==> config.mk <==
export PLATFORM = sky130hd
export DESIGN_NAME = block_key_chained_add_cipher_flat
export DESIGN_NICKNAME = d
export VERILOG_FILES = /design/src/bkca_pkg.sv /design/src/bkca_if.sv /design/src/bkca_cfg_regs.sv /design/src/bkca_encrypt.sv /design/src/block_key_chained_add_cipher.sv /design/src/flat_wrapper.sv
export SDC_FILE = /design/constraint.sdc
export NUM_CORES = 1
export LEC_CHECK = 0
export BUFFER_PORTS_ARGS = -buffer_cell sky130_fd_sc_hd__buf_2
export CAP_MARGIN = 10
export CORE_UTILIZATION = 30
export CTS_BUF_LIST = sky130_fd_sc_hd__clkbuf_8
export CTS_CLUSTER_SIZE = 8
export DETAILED_ROUTE_END_ITERATION = 8
export PLACE_DENSITY = 0.47
export SLEW_MARGIN = 0
export SYNTH_ARGS = -nofsm -noshare
export SYNTH_HDL_FRONTEND = slang
export SYNTH_HIERARCHICAL = 1
export SYNTH_SLANG_ARGS = --single-unit
export TNS_END_PERCENT = 30
==> constraint.sdc <==
create_clock -name clk_i -period 10.68 [get_ports clk_i]
set_input_delay 0 -clock clk_i [delete_from_list [all_inputs] [get_ports clk_i]]
set_output_delay 0 -clock clk_i [all_outputs]
set_load 0.01 [all_outputs]
==> src/bkca_pkg.sv <==
// ----------------------------------------------------------------------------
// bkca_pkg
// types, constants and helper functions for the chained-key block cipher
// ----------------------------------------------------------------------------
package bkca_pkg;

  localparam int unsigned WordW  = 16;
  localparam int unsigned CfgIdxW = 4;

  localparam logic [CfgIdxW-1:0] RegFirstKeyInit  = CfgIdxW'(0);
  localparam logic [CfgIdxW-1:0] RegSecondKeyInit = CfgIdxW'(1);

  localparam logic [WordW-1:0] Key1Xor   = 16'h5354;
  localparam logic [WordW-1:0] Key2Xor   = 16'h1525;
  localparam logic [WordW-1:0] Key1Add   = 16'h1234;
  localparam logic [WordW-1:0] Key2Add   = 16'h4321;
  localparam logic [WordW-1:0] Key1Reset = 16'h1234;
  localparam logic [WordW-1:0] Key2Reset = 16'h4321;

  typedef logic [WordW-1:0] word_t;

  typedef struct packed {
    word_t plain_w0;
    word_t plain_w1;
    word_t plain_w2;
    word_t plain_w3;
    word_t plain_w4;
    word_t plain_w5;
    word_t plain_w6;
    word_t plain_w7;
    logic  first_block;
  } plain_t;

  typedef struct packed {
    word_t cipher_w0;
    word_t cipher_w1;
    word_t cipher_w2;
    word_t cipher_w3;
    word_t cipher_w4;
    word_t cipher_w5;
    word_t cipher_w6;
    word_t cipher_w7;
    word_t first_key_after;
    word_t second_key_after;
  } cipher_t;

  typedef struct packed {
    word_t first_key_init;
    word_t second_key_init;
  } cfg_t;

  function automatic word_t rot_right1(input word_t v);
    return {v[0], v[WordW-1:1]};
  endfunction

  function automatic word_t rot_left1(input word_t v);
    return {v[WordW-2:0], v[WordW-1]};
  endfunction

endpackage

==> src/bkca_if.sv <==
// ----------------------------------------------------------------------------
// bkca interfaces
// valid/ready channels for plaintext blocks, cipher results and register writes
// ----------------------------------------------------------------------------
interface bkca_plain_if;
  logic              valid;
  logic              ready;
  bkca_pkg::plain_t  data;

  modport source (output valid, output data, input ready);
  modport sink   (input valid, input data, output ready);
endinterface

interface bkca_cipher_if;
  logic              valid;
  logic              ready;
  bkca_pkg::cipher_t data;

  modport source (output valid, output data, input ready);
  modport sink   (input valid, input data, output ready);
endinterface

interface bkca_cfg_if;
  logic                             valid;
  logic                             ready;
  logic [bkca_pkg::CfgIdxW-1:0]     index;
  logic [bkca_pkg::WordW-1:0]       wdata;

  modport source (output valid, output index, output wdata, input ready);
  modport sink   (input valid, input index, input wdata, output ready);
endinterface

==> src/bkca_cfg_regs.sv <==
// ----------------------------------------------------------------------------
// bkca_cfg_regs
// starting key registers, written through the register channel
// ----------------------------------------------------------------------------
module bkca_cfg_regs (
  input  logic            clk_i,
  input  logic            rst_ni,
  bkca_cfg_if.sink        cfg_i,
  output bkca_pkg::cfg_t  cfg_o
);

  bkca_pkg::cfg_t cfg_q, cfg_d;

  assign cfg_i.ready = 1'b1;

  always_comb begin
    cfg_d = cfg_q;
    if (cfg_i.valid) begin
      unique case (cfg_i.index)
        bkca_pkg::RegFirstKeyInit:  cfg_d.first_key_init  = cfg_i.wdata;
        bkca_pkg::RegSecondKeyInit: cfg_d.second_key_init = cfg_i.wdata;
        default: ;
      endcase
    end
  end

  always_ff @(posedge clk_i or negedge rst_ni) begin
    if (!rst_ni) begin
      cfg_q.first_key_init  <= bkca_pkg::Key1Reset;
      cfg_q.second_key_init <= bkca_pkg::Key2Reset;
    end else begin
      cfg_q <= cfg_d;
    end
  end

  assign cfg_o = cfg_q;

endmodule

==> src/bkca_encrypt.sv <==
// ----------------------------------------------------------------------------
// bkca_encrypt
// one block: word sums, key chain and word additions
// ----------------------------------------------------------------------------
module bkca_encrypt (
  input  bkca_pkg::plain_t   plain_i,
  input  bkca_pkg::word_t    key1_i,
  input  bkca_pkg::word_t    key2_i,
  input  bkca_pkg::cfg_t     cfg_i,
  output bkca_pkg::cipher_t  cipher_o
);

  bkca_pkg::word_t k1, k2, k1a, k2a, k1b, k2b, k1c, k2c, k1d, k2d;
  bkca_pkg::word_t b1, b2;

  always_comb begin
    // reload keys on a first block
    k1 = plain_i.first_block ? cfg_i.first_key_init  : key1_i;
    k2 = plain_i.first_block ? cfg_i.second_key_init : key2_i;

    b1 = (plain_i.plain_w0 + plain_i.plain_w1) + (plain_i.plain_w2 + plain_i.plain_w3);
    b2 = (plain_i.plain_w4 + plain_i.plain_w5) + (plain_i.plain_w6 + plain_i.plain_w7);

    k1a = k1 ^ bkca_pkg::Key1Xor;
    k2a = k2 ^ bkca_pkg::Key2Xor;
    k1b = bkca_pkg::rot_right1(k1a + bkca_pkg::Key1Add);
    k2b = bkca_pkg::rot_left1(k2a + bkca_pkg::Key2Add);
    k1c = k1b ^ bkca_pkg::Key1Xor;
    k2c = k2b ^ bkca_pkg::Key2Xor;
    k1d = bkca_pkg::rot_right1(k1c + bkca_pkg::Key1Add);
    k2d = bkca_pkg::rot_left1(k2c + bkca_pkg::Key2Add);

    cipher_o.cipher_w0        = plain_i.plain_w0 + k1;
    cipher_o.cipher_w1        = plain_i.plain_w1 + k2;
    cipher_o.cipher_w2        = plain_i.plain_w2 + k1a;
    cipher_o.cipher_w3        = plain_i.plain_w3 + k2a;
    cipher_o.cipher_w4        = plain_i.plain_w4 + k1b;
    cipher_o.cipher_w5        = plain_i.plain_w5 + k2b;
    cipher_o.cipher_w6        = plain_i.plain_w6 + k1c;
    cipher_o.cipher_w7        = plain_i.plain_w7 + k2c;
    cipher_o.first_key_after  = k1d + b1;
    cipher_o.second_key_after = k2d + b2;
  end

endmodule

==> src/block_key_chained_add_cipher.sv <==
// An accepted block goes into the input register, then the result register, to cipher_o.
// Throughput: one block per cycle unless cipher_o stalls; the key chain in the
// compute stage (three dependent 16-bit adds with rotates) sets the clock period.
// Output stall holds the result register, then the input register.
// Reset: valids cleared, running keys and starting keys set to 0x1234 and 0x4321.
// ----------------------------------------------------------------------------
// block_key_chained_add_cipher
// two-stage block cipher with running keys chained from block to block
// ----------------------------------------------------------------------------
module block_key_chained_add_cipher (
  input  logic           clk_i,
  input  logic           rst_ni,
  bkca_cfg_if.sink       cfg_i,
  bkca_plain_if.sink     plain_i,
  bkca_cipher_if.source  cipher_o
);

  bkca_pkg::cfg_t    cfg;
  bkca_pkg::plain_t  s1_q;
  logic              s1_valid_q, s1_valid_d;
  bkca_pkg::cipher_t res;
  bkca_pkg::cipher_t out_q;
  logic              out_valid_q;
  bkca_pkg::word_t   key1_q, key2_q;
  logic              s1_adv;
  logic              plain_acc;

  bkca_cfg_regs u_cfg_regs (
    .clk_i  (clk_i),
    .rst_ni (rst_ni),
    .cfg_i  (cfg_i),
    .cfg_o  (cfg)
  );

  bkca_encrypt u_encrypt (
    .plain_i  (s1_q),
    .key1_i   (key1_q),
    .key2_i   (key2_q),
    .cfg_i    (cfg),
    .cipher_o (res)
  );

  assign s1_adv        = !out_valid_q || cipher_o.ready;
  assign plain_i.ready = !s1_valid_q || s1_adv;
  assign plain_acc     = plain_i.valid && plain_i.ready;

  always_comb begin
    s1_valid_d = s1_valid_q;
    if (plain_acc) begin
      s1_valid_d = 1'b1;
    end else if (s1_adv) begin
      s1_valid_d = 1'b0;
    end
  end

  // input stage
  always_ff @(posedge clk_i or negedge rst_ni) begin
    if (!rst_ni) begin
      s1_valid_q <= 1'b0;
    end else begin
      s1_valid_q <= s1_valid_d;
    end
  end

  always_ff @(posedge clk_i) begin
    if (plain_acc) begin
      s1_q <= plain_i.data;
    end
  end

  // running keys and result valid
  always_ff @(posedge clk_i or negedge rst_ni) begin
    if (!rst_ni) begin
      out_valid_q <= 1'b0;
      key1_q      <= bkca_pkg::Key1Reset;
      key2_q      <= bkca_pkg::Key2Reset;
    end else if (s1_adv) begin
      out_valid_q <= s1_valid_q;
      if (s1_valid_q) begin
        key1_q <= res.first_key_after;
        key2_q <= res.second_key_after;
      end
    end
  end

  always_ff @(posedge clk_i) begin
    if (s1_adv && s1_valid_q) begin
      out_q <= res;
    end
  end

  assign cipher_o.valid = out_valid_q;
  assign cipher_o.data  = out_q;

`ifndef SYNTHESIS
  a_stall_holds_s1 : assert property (@(posedge clk_i) disable iff (!rst_ni)
    s1_valid_q && out_valid_q && !cipher_o.ready |=> s1_valid_q)
    else $error("input stage lost under output stall");

  a_key_stable : assert property (@(posedge clk_i) disable iff (!rst_ni)
    !(s1_adv && s1_valid_q) |=> $stable(key1_q) && $stable(key2_q))
    else $error("running keys changed without a block");

  a_key_matches_out : assert property (@(posedge clk_i) disable iff (!rst_ni)
    s1_adv && s1_valid_q |=> out_q.first_key_after == key1_q &&
                             out_q.second_key_after == key2_q)
    else $error("reported keys differ from running keys");

  a_out_loaded : assert property (@(posedge clk_i) disable iff (!rst_ni)
    s1_adv && s1_valid_q |=> out_valid_q)
    else $error("result register not loaded");
`endif

endmodule

==> src/flat_wrapper.sv <==
// flat-port wrapper written by rule: the top's interface ports become plain ports
module block_key_chained_add_cipher_flat 
  (clk_i, rst_ni, cfg_i_valid, cfg_i_index, cfg_i_wdata, cfg_i_ready, plain_i_valid, plain_i_data, plain_i_ready, cipher_o_valid, cipher_o_data, cipher_o_ready);
  bkca_cfg_if cfg_i_i ();
  bkca_plain_if plain_i_i ();
  bkca_cipher_if cipher_o_i ();
  input  logic clk_i;
  input  logic rst_ni;
  input wire logic [$bits(cfg_i_i.valid)-1:0] cfg_i_valid;
  input wire logic [$bits(cfg_i_i.index)-1:0] cfg_i_index;
  input wire logic [$bits(cfg_i_i.wdata)-1:0] cfg_i_wdata;
  output wire logic [$bits(cfg_i_i.ready)-1:0] cfg_i_ready;
  input wire logic [$bits(plain_i_i.valid)-1:0] plain_i_valid;
  input wire logic [$bits(plain_i_i.data)-1:0] plain_i_data;
  output wire logic [$bits(plain_i_i.ready)-1:0] plain_i_ready;
  output wire logic [$bits(cipher_o_i.valid)-1:0] cipher_o_valid;
  output wire logic [$bits(cipher_o_i.data)-1:0] cipher_o_data;
  input wire logic [$bits(cipher_o_i.ready)-1:0] cipher_o_ready;
  assign cfg_i_i.valid = cfg_i_valid;
  assign cfg_i_i.index = cfg_i_index;
  assign cfg_i_i.wdata = cfg_i_wdata;
  assign cfg_i_ready = cfg_i_i.ready;
  assign plain_i_i.valid = plain_i_valid;
  assign plain_i_i.data = plain_i_data;
  assign plain_i_ready = plain_i_i.ready;
  assign cipher_o_valid = cipher_o_i.valid;
  assign cipher_o_data = cipher_o_i.data;
  assign cipher_o_i.ready = cipher_o_ready;
  block_key_chained_add_cipher u_core (.clk_i(clk_i), .rst_ni(rst_ni), .cfg_i(cfg_i_i), .plain_i(plain_i_i), .cipher_o(cipher_o_i));
endmodule
==> parameters.txt, run 1 <==
Parameter                              Value

Outcome
  Run status    finished, final reports clean

Layout
  Post-layout instance area    27,200 µm²
  Area Overhead vs Synth    26.1%
  Nets@finish    2,662
  Fillers    about 6,900
  Most common cell after layout, fill and taps aside    sky130_fd_sc_hd__buf_2
  Highest-count cells in the layout ignoring fill and taps    sky130_fd_sc_hd__buf_2, sky130_fd_sc_hd__edfxtp_1, sky130_fd_sc_hd__inv_1
  Ratio of cells with drive above 1 in the final layout    around a quarter

Detailed routing
  Final WL    ~68 mm
  Initial DRC Count    838
  Number of search-and-repair iterations in the first detailed-routing pass    5
  Met2 layer wire length in the routed design    34.3 mm
  Post-detailed-route via-to-cell ratio    ~4.6
  Metal3 WL    3.06 mm
  Wirelength per Cell    approximately 21 µm
  Total number of vias    roughly 15,000
  DRC violation count after routing    0
  Max layer used    met5
  WL met1    29.0 mm
  Detail Route Antenna Nets    0

Synthesis
  Synthesis-stage register bit count    355
  Post-Synthesis Cells    1,709
  Number of flops mapped to enable cells by yosys    289
  Most used flip-flop cell after synthesis    sky130_fd_sc_hd__edfxtp_1
  Synthesized area per cell    12.6 µm²
  Synth Cell Area    21,500 µm²
  Library cells used by synthesis    88
  Total nets after synthesis    2,113
  Sequential-to-total area share from yosys stat    48.1%
  Proportion of register bits with asynchronous set or reset after synthesis    18.6%
  Number of warnings printed during yosys synthesis    6

Worst setup path
  Highest cell delay on the worst timing path    890 ps
  Cell repeated most along the worst path    sky130_fd_sc_hd__a21oi_1
  CP Data Arrival Time    7740 ps
  Nature of the critical path endpoint    register
  Launching element type of the critical path    register
  Highest fanout seen on the critical path    a little over 50
  Family with the most delay on the worst path    compound AO/OA/AOI/OAI gates
  Number of buffer and inverter stages on the critical path    1
  CP max stage cell    sky130_fd_sc_hd__xor2_1
  Required time reported for the critical path endpoint    11,200 ps
  Critical path start-end classification    register to register

Clock tree
  Total of hold buffers inserted after clock tree synthesis    168
  CTS Buf Count    69
  H-Tree Level Count    3
  Post-CTS setup buffer count    0
  Clock latency reported for the late side of the worst-skew pair    660 ps
  CTS clock-pin slew for the worst setup and hold paths    60 ps
  Post-cts repair resize count    0
  Clock Tree Buf Depth    3
  Number of sinks handled by clock tree synthesis    around 360
  Root Buffer Master    sky130_fd_sc_hd__clkbuf_8
  TritonCTS clock tree    built

Placement
  IO buf count    315
  Last weighted congestion value of the routability-driven placer    roughly 0.85
  Detailed-placement wirelength estimate    53.3 mm
  Pre-CTS setup slack    3460 ps
  Placement-stage cell area    24,200 µm²

Timing
  Least-Margin Pin Slew    1140 ps
  Worst Hold Margin    roughly 68 ps
  Clock skew after layout    39.6 ps
  Timing-limited maximum frequency    about 0.14 GHz
  Final Hold Violating Endpoints    0
  Time the worst path needs with I/O delays and setup    approximately 7200 ps
  Worst-case setup margin in the final layout    3460 ps
  Crit share post-route    67.6%
  Slew Viols, Final    0
  Worst slew margin relative to its limit    23.9%
  Setup TNS    0 ps
  Final number of setup-violating endpoints    0
  RSZ-0062 raised after global routing    false

Floorplan
  Die outline height    270 µm
  Die Span X    270 µm
  Total number of placement rows    97
  Die footprint    72,900 µm²
  Starting density of the core    30.6%
  Area of the core    approximately 70,000 µm²
  I/O pin total    roughly 320

Power
  LEAKAGE    between 10 and 15 nW
  Post-layout total power    just over 0.009 W
  Power density cells    344 nW/µm²
  Peak supply drop    0.189 mV

GRT
  Global-route wire length before repair    101 mm
  Number of global-route vias before repair    around 16,000
  Grt ovf    0
  Overall routing resource usage    18.6%
  Largest net degree at the start of global routing    95
  Antenna violations before repair    7

Job
  Max-cap violations    0

Worst hold path
  Classification of the worst-slack hold path    primary input to register
## cell usage after synthesis, types with 17 or more instances
master,number,area share (%)
sky130_fd_sc_hd__a21boi_0,30,1.0
sky130_fd_sc_hd__xnor2_1,126,5.1
sky130_fd_sc_hd__nor2_1,117,2.0
sky130_fd_sc_hd__edfxtp_1,289,40
sky130_fd_sc_hd__fa_1,96,8.9
sky130_fd_sc_hd__nor2b_1,23,0.67
sky130_fd_sc_hd__inv_1,158,2.8
sky130_fd_sc_hd__mux2i_1,24,1.1
sky130_fd_sc_hd__a21oi_1,74,1.7
sky130_fd_sc_hd__mux2_4,39,2.7
sky130_fd_sc_hd__nand2_1,61,1.1
sky130_fd_sc_hd__dfrtp_1,46,5.3
sky130_fd_sc_hd__nand3_1,17,0.39
sky130_fd_sc_hd__xor2_1,29,1.2
sky130_fd_sc_hd__ha_1,154,8.9
sky130_fd_sc_hd__or3_1,20,0.58
sky130_fd_sc_hd__o21ai_0,84,2.0
sky130_fd_sc_hd__dfstp_2,20,2.4
sky130_fd_sc_hd__nor3_1,40,0.93
sky130_fd_sc_hd__mux2_2,29,1.5
## cell families (layout without fill, tap and decap cells)
kind of cell / after synthesis / in the layout / share of synthesized area (%)
AND/OR/NAND/NOR: 360 / 360 / 8.54
XOR/XNOR: 157 / 157 / 6.45
flip-flops: 355 / 355 / 48.1
other: 1 / 6 / 0.0174
multiplexers: 95 / 95 / 5.58
buffers and inverters: 173 / 771 / 3.43
AO/OA/AOI/OAI: 318 / 318 / 10.1
adder cells (fa/ha/maj): 250 / 250 / 17.9
## flip-flops by register name, indices dropped and copies added (netlist names)
signal	count
u_core/cipher_o.valid	1
u_core/cipher_o.data	160
u_core/u_cfg_regs/cfg_o	32
u_core/key1_q	16
u_core/key2_q	16
u_core/s1_valid_q	1
u_core/s1_q	129
## metrics by stage
stage | std cells | util, %
floorplan | 1709 | -
global placement | 2959 | 34.4
detailed placement | 2959 | 34.4
CTS | 3247 | 38.5
global route | 3251 | 38.5
finish | 3252 | 38.5
## power breakdown
| group | switching (W) | internal, W | leakage [nW] | total [W] |
|---|---|---|---|---|
| clock | 0.000600 | 0.000645 | 0.685 | 0.00124 |
| combinational | 0.00327 | 0.00237 | 7.23 | 0.00564 |
| sequential | 0.000211 | 0.00226 | 3.53 | 0.00247 |
## worst register-to-register path, stage by stage (launching register included)
cell and delay [ps]:
sky130_fd_sc_hd__edfxtp_1 330, sky130_fd_sc_hd__buf_4 600, sky130_fd_sc_hd__or4bb_4 580, sky130_fd_sc_hd__a22oi_4 260, sky130_fd_sc_hd__o221ai_2 200, sky130_fd_sc_hd__nand2_1 120
sky130_fd_sc_hd__xor2_1 890, sky130_fd_sc_hd__a41o_1 370, sky130_fd_sc_hd__a21oi_1 120, sky130_fd_sc_hd__nand2_1 160, sky130_fd_sc_hd__a21oi_1 90, sky130_fd_sc_hd__xor2_1 180
sky130_fd_sc_hd__ha_1 230, sky130_fd_sc_hd__ha_1 230, sky130_fd_sc_hd__fa_1 460, sky130_fd_sc_hd__a21o_1 180, sky130_fd_sc_hd__a21oi_1 220, sky130_fd_sc_hd__o21bai_1 100
sky130_fd_sc_hd__a21oi_1 220, sky130_fd_sc_hd__o21bai_1 90, sky130_fd_sc_hd__a21oi_1 250, sky130_fd_sc_hd__o21ai_0 180, sky130_fd_sc_hd__o31ai_1 410, sky130_fd_sc_hd__o21ai_0 190
sky130_fd_sc_hd__xnor2_1 180, sky130_fd_sc_hd__mux2_2 270
## layer usage
layer  track usage [%]  vias up
met5                 0        -
met4              5.13        6
met3              3.81       81
met2              32.7      355
met1              23.0     7372
li1                  -     7287
## path summary, 6_finish.rpt
| kind | from | endpoint | slack [ps] | cells after the start |
|---|---|---|---|---|
| min in group asynchronous | rst_ni | u_core/key2_q[1]$_DFFE_PN0P_ | 100 | 3 |
| max | u_core/s1_q[0]$_DFFE_PP_ | u_core/key2_q[15]$_DFFE_PN0P_ | 3460 | 25 |
| max in group asynchronous | rst_ni | u_core/u_cfg_regs/cfg_o[15]$_DFFE_PN0P_ | 9910 | 3 |
| max reg2reg | u_core/s1_q[0]$_DFFE_PP_ | u_core/key2_q[15]$_DFFE_PN0P_ | 3460 | 25 |
| min | cfg_i_index[1] | u_core/u_cfg_regs/cfg_o[17]$_DFFE_PN0P_ | 70 | 5 |
| min reg2reg | u_core/key1_q[10]$_DFFE_PN0P_ | u_core/key1_q[10]$_DFFE_PN0P_ | 510 | 1 |
## final cells by class
| type | count | area (µm²) | share of cell area [%] |
|---|---|---|---|
| repair buffers | 493 | 3330 | 12.3 |
| inverters | 158 | 598 | 2.20 |
| clock buffers | 72 | 991 | 3.65 |
| diodes | 5 | 12.5 | 0.0461 |
| clock inverters | 48 | 231 | 0.852 |
| flip-flops and latches | 355 | 10400 | 38.1 |
| multi-input cells | 1181 | 10500 | 38.5 |
| well taps | 940 | 1180 | 4.33 |
Note: power is estimated with default switching activity, not from simulation.
==> run 2: changes to the inputs <==
PLACE_DENSITY = 0.49   (was 0.47)
clock period = 6.16 ns   (was 10.68 ns; I/O delays follow)
==> run 2 against run 1 <==
Against the previous run:
- clock skew is 14 ps lower
- register-to-register slack got worse by 3100 ps
- count of clock-buffer cells in the layout decreased by 2
- non-clock buffer count up 30
- critical path depth unchanged
- die area unchanged
- routed wire length fell by 0.85%
- combinational power is 77% higher
- total power rose by 77%
- worst setup slack worse by 3100 ps
- critical path type unchanged
- critical endpoint unchanged
==> parameters.txt, run 2 (synthesis gave the netlist of run 1 again) <==
Parameter                              Value

Outcome
  Run status    finished, final reports clean

Layout
  Area Overhead vs Synth    27.7%
  Most common cell after layout, fill and taps aside    sky130_fd_sc_hd__buf_2
  Core utilization of the finished layout    39.0%
  Flip-flop count of the largest register, all copies and words added    between 150 and 200
  Nets@finish    ~2,700
  Ratio of cells with drive above 1 in the final layout    25.0%
  Final standard cell count with taps included and fillers excluded    3,279
  Highest-count cells in the layout ignoring fill and taps    sky130_fd_sc_hd__buf_2, sky130_fd_sc_hd__edfxtp_1, sky130_fd_sc_hd__inv_1

Placement
  Last weighted congestion value of the routability-driven placer    0.870
  IO buf count    between 300 and 400
  Cell total after placement    2,987
  Detailed-placement wirelength estimate    52.5 mm

Detailed routing
  Final WL    about 67 mm
  Wirelength per Cell    20.5 µm
  Number of search-and-repair iterations in the first detailed-routing pass    5
  DRC violation count after routing    0
  Detail Route Antenna Nets    0
  Initial DRC Count    roughly 820
  Post-detailed-route via-to-cell ratio    roughly 4.7
  Total number of vias    15,300

Clock tree
  CTS clock-pin slew for the worst setup and hold paths    60 ps
  TritonCTS clock tree    built
  H-Tree Level Count    3
  Number of sinks handled by clock tree synthesis    approximately 360
  CTS Buf Count    66
  Clock Tree Buf Depth    3
  Root Buffer Master    sky130_fd_sc_hd__clkbuf_8
  Clock latency reported for the late side of the worst-skew pair    650 ps

Power
  LEAKAGE    11.6 nW
  Power density cells    between 600 and 700 nW/µm²
  Peak supply drop    0.335 mV
  Post-layout total power    around 0.017 W

GRT
  Global-route wire length before repair    approximately 100 mm
  Largest net degree at the start of global routing    97
  Number of global-route vias before repair    16,200
  Antenna violations before repair    9
  Grt ovf    0
  Overall routing resource usage    18.4%

Worst setup path
  Family with the most delay on the worst path    compound AO/OA/AOI/OAI gates
  Logic depth of the worst path, buffers included    25
  Highest cell delay on the worst timing path    roughly 510 ps
  Cell repeated most along the worst path    sky130_fd_sc_hd__a21oi_1
  Launching element type of the critical path    register
  CP max stage cell    sky130_fd_sc_hd__or4bb_4
  Required time reported for the critical path endpoint    6660 ps
  Number of buffer and inverter stages on the critical path    1
  Worst r2r path cells    25
  Nature of the critical path endpoint    register
  CP Data Arrival Time    6300 ps
  Critical path start-end classification    register to register
  Highest fanout seen on the critical path    9

Timing
  Worst slew margin relative to its limit    29.0%
  Time the worst path needs with I/O delays and setup    5790 ps
  Timing-limited maximum frequency    0.173 GHz
  Final number of setup-violating endpoints    0
  Final Hold Violating Endpoints    0
  Clock skew after layout    about 26 ps
  Slew Viols, Final    0
  Least-Margin Pin Slew    1060 ps
  Crit share post-route    roughly 94%
  Setup TNS    0 ps

Worst hold path
  Depth of the worst hold-timing path    2
  Classification of the worst-slack hold path    primary input to register

Floorplan
  Die footprint    72,900 µm²
  Die Span X    270 µm
  Starting density of the core    30.6%
  Area of the core    70,500 µm²
  Total number of placement rows    97
  Die outline height    about 270 µm
  I/O pin total    between 300 and 400

Job
  Max-cap violations    0
## run 2: cell count changes in the layout (fill, tap and decap cells not counted), moves of 3 or more
cell	before	now
sky130_fd_sc_hd__buf_4	10	36
sky130_fd_sc_hd__inv_1	177	170
sky130_fd_sc_hd__a21oi_1	74	71
sky130_fd_sc_hd__a21oi_2	2	5
sky130_fd_sc_hd__buf_12	0	3
sky130_fd_sc_hd__bufinv_16	1	4
sky130_fd_sc_hd__clkinv_2	5	8
## run 2: metrics by stage
step	setup WS, ps	hold WS, ps	area, µm²
floorplan	232	-296	21500
global placement	261	179	24500
detailed placement	199	178	24500
CTS	141	0.252	27500
global route	-12.3	28.9	27500
finish	365	68.7	27500
## run 2: layer usage
metal | share of wire (%) | global-route usage, %
met3 | 4.8 | 3.76
met2 | 50 | 31.6
met1 | 42 | 22.4
met5 | 0.16 | 0.526
met4 | 3.2 | 7.57
## run 2: final cells by class
| cell class | count | area, µm² |
|---|---|---|
| diodes | 6 | 15.0 |
| clock buffers | 70 | 963 |
| clock inverters | 46 | 313 |
| multi-input cells | 1181 | 10500 |
| repair buffers | 523 | 3600 |
| inverters | 158 | 598 |
| fillers | 6848 | 43000 |
| well taps | 940 | 1180 |
| flip-flops and latches | 355 | 10400 |
## run 2: worst reg2reg max path: cells and delay by family (launching register included)
family | cells | cell delay, ps
fa+ha+maj | 3 | 900
compound gates | 14 | 2730
xor+xnor | 3 | 380
simple gates | 3 | 750
buf+inv | 1 | 220
mux | 1 | 260
flops | 1 | 440
## run 2: path summary, 6_finish.rpt
kind / start / endpoint / slack [ps]
max in group asynchronous: rst_ni / u_core/key2_q[12]$_DFFE_PN0P_ / 5390
hold / removal: plain_i_data[124] / u_core/s1_q[124]$_DFFE_PP_ / 70
setup / recovery: u_core/s1_q[0]$_DFFE_PP_ / u_core/key2_q[15]$_DFFE_PN0P_ / 370
hold reg to reg: u_core/key1_q[8]$_DFFE_PN0P_ / u_core/key1_q[8]$_DFFE_PN0P_ / 510
setup reg to reg: u_core/s1_q[0]$_DFFE_PP_ / u_core/key2_q[15]$_DFFE_PN0P_ / 370
min in group asynchronous: rst_ni / u_core/key2_q[3]$_DFFE_PN0P_ / 110
## run 2: power by group
group	total (W)	switching, W	internal [W]	leakage, nW
registers	0.00429	0.000380	0.00391	3.53
clock network	0.00228	0.00105	0.00122	0.694
logic	0.0100	0.00573	0.00427	7.40
## run 2: what timing repair did
item | 4_1_cts | 5_1_grt
buffers inserted | 0 | 1
endpoints found under the hold margin | 209 | 0
hold buffers | 169 | 0
endpoints found under the setup margin | 0 | 10
resized for setup | 0 | 8
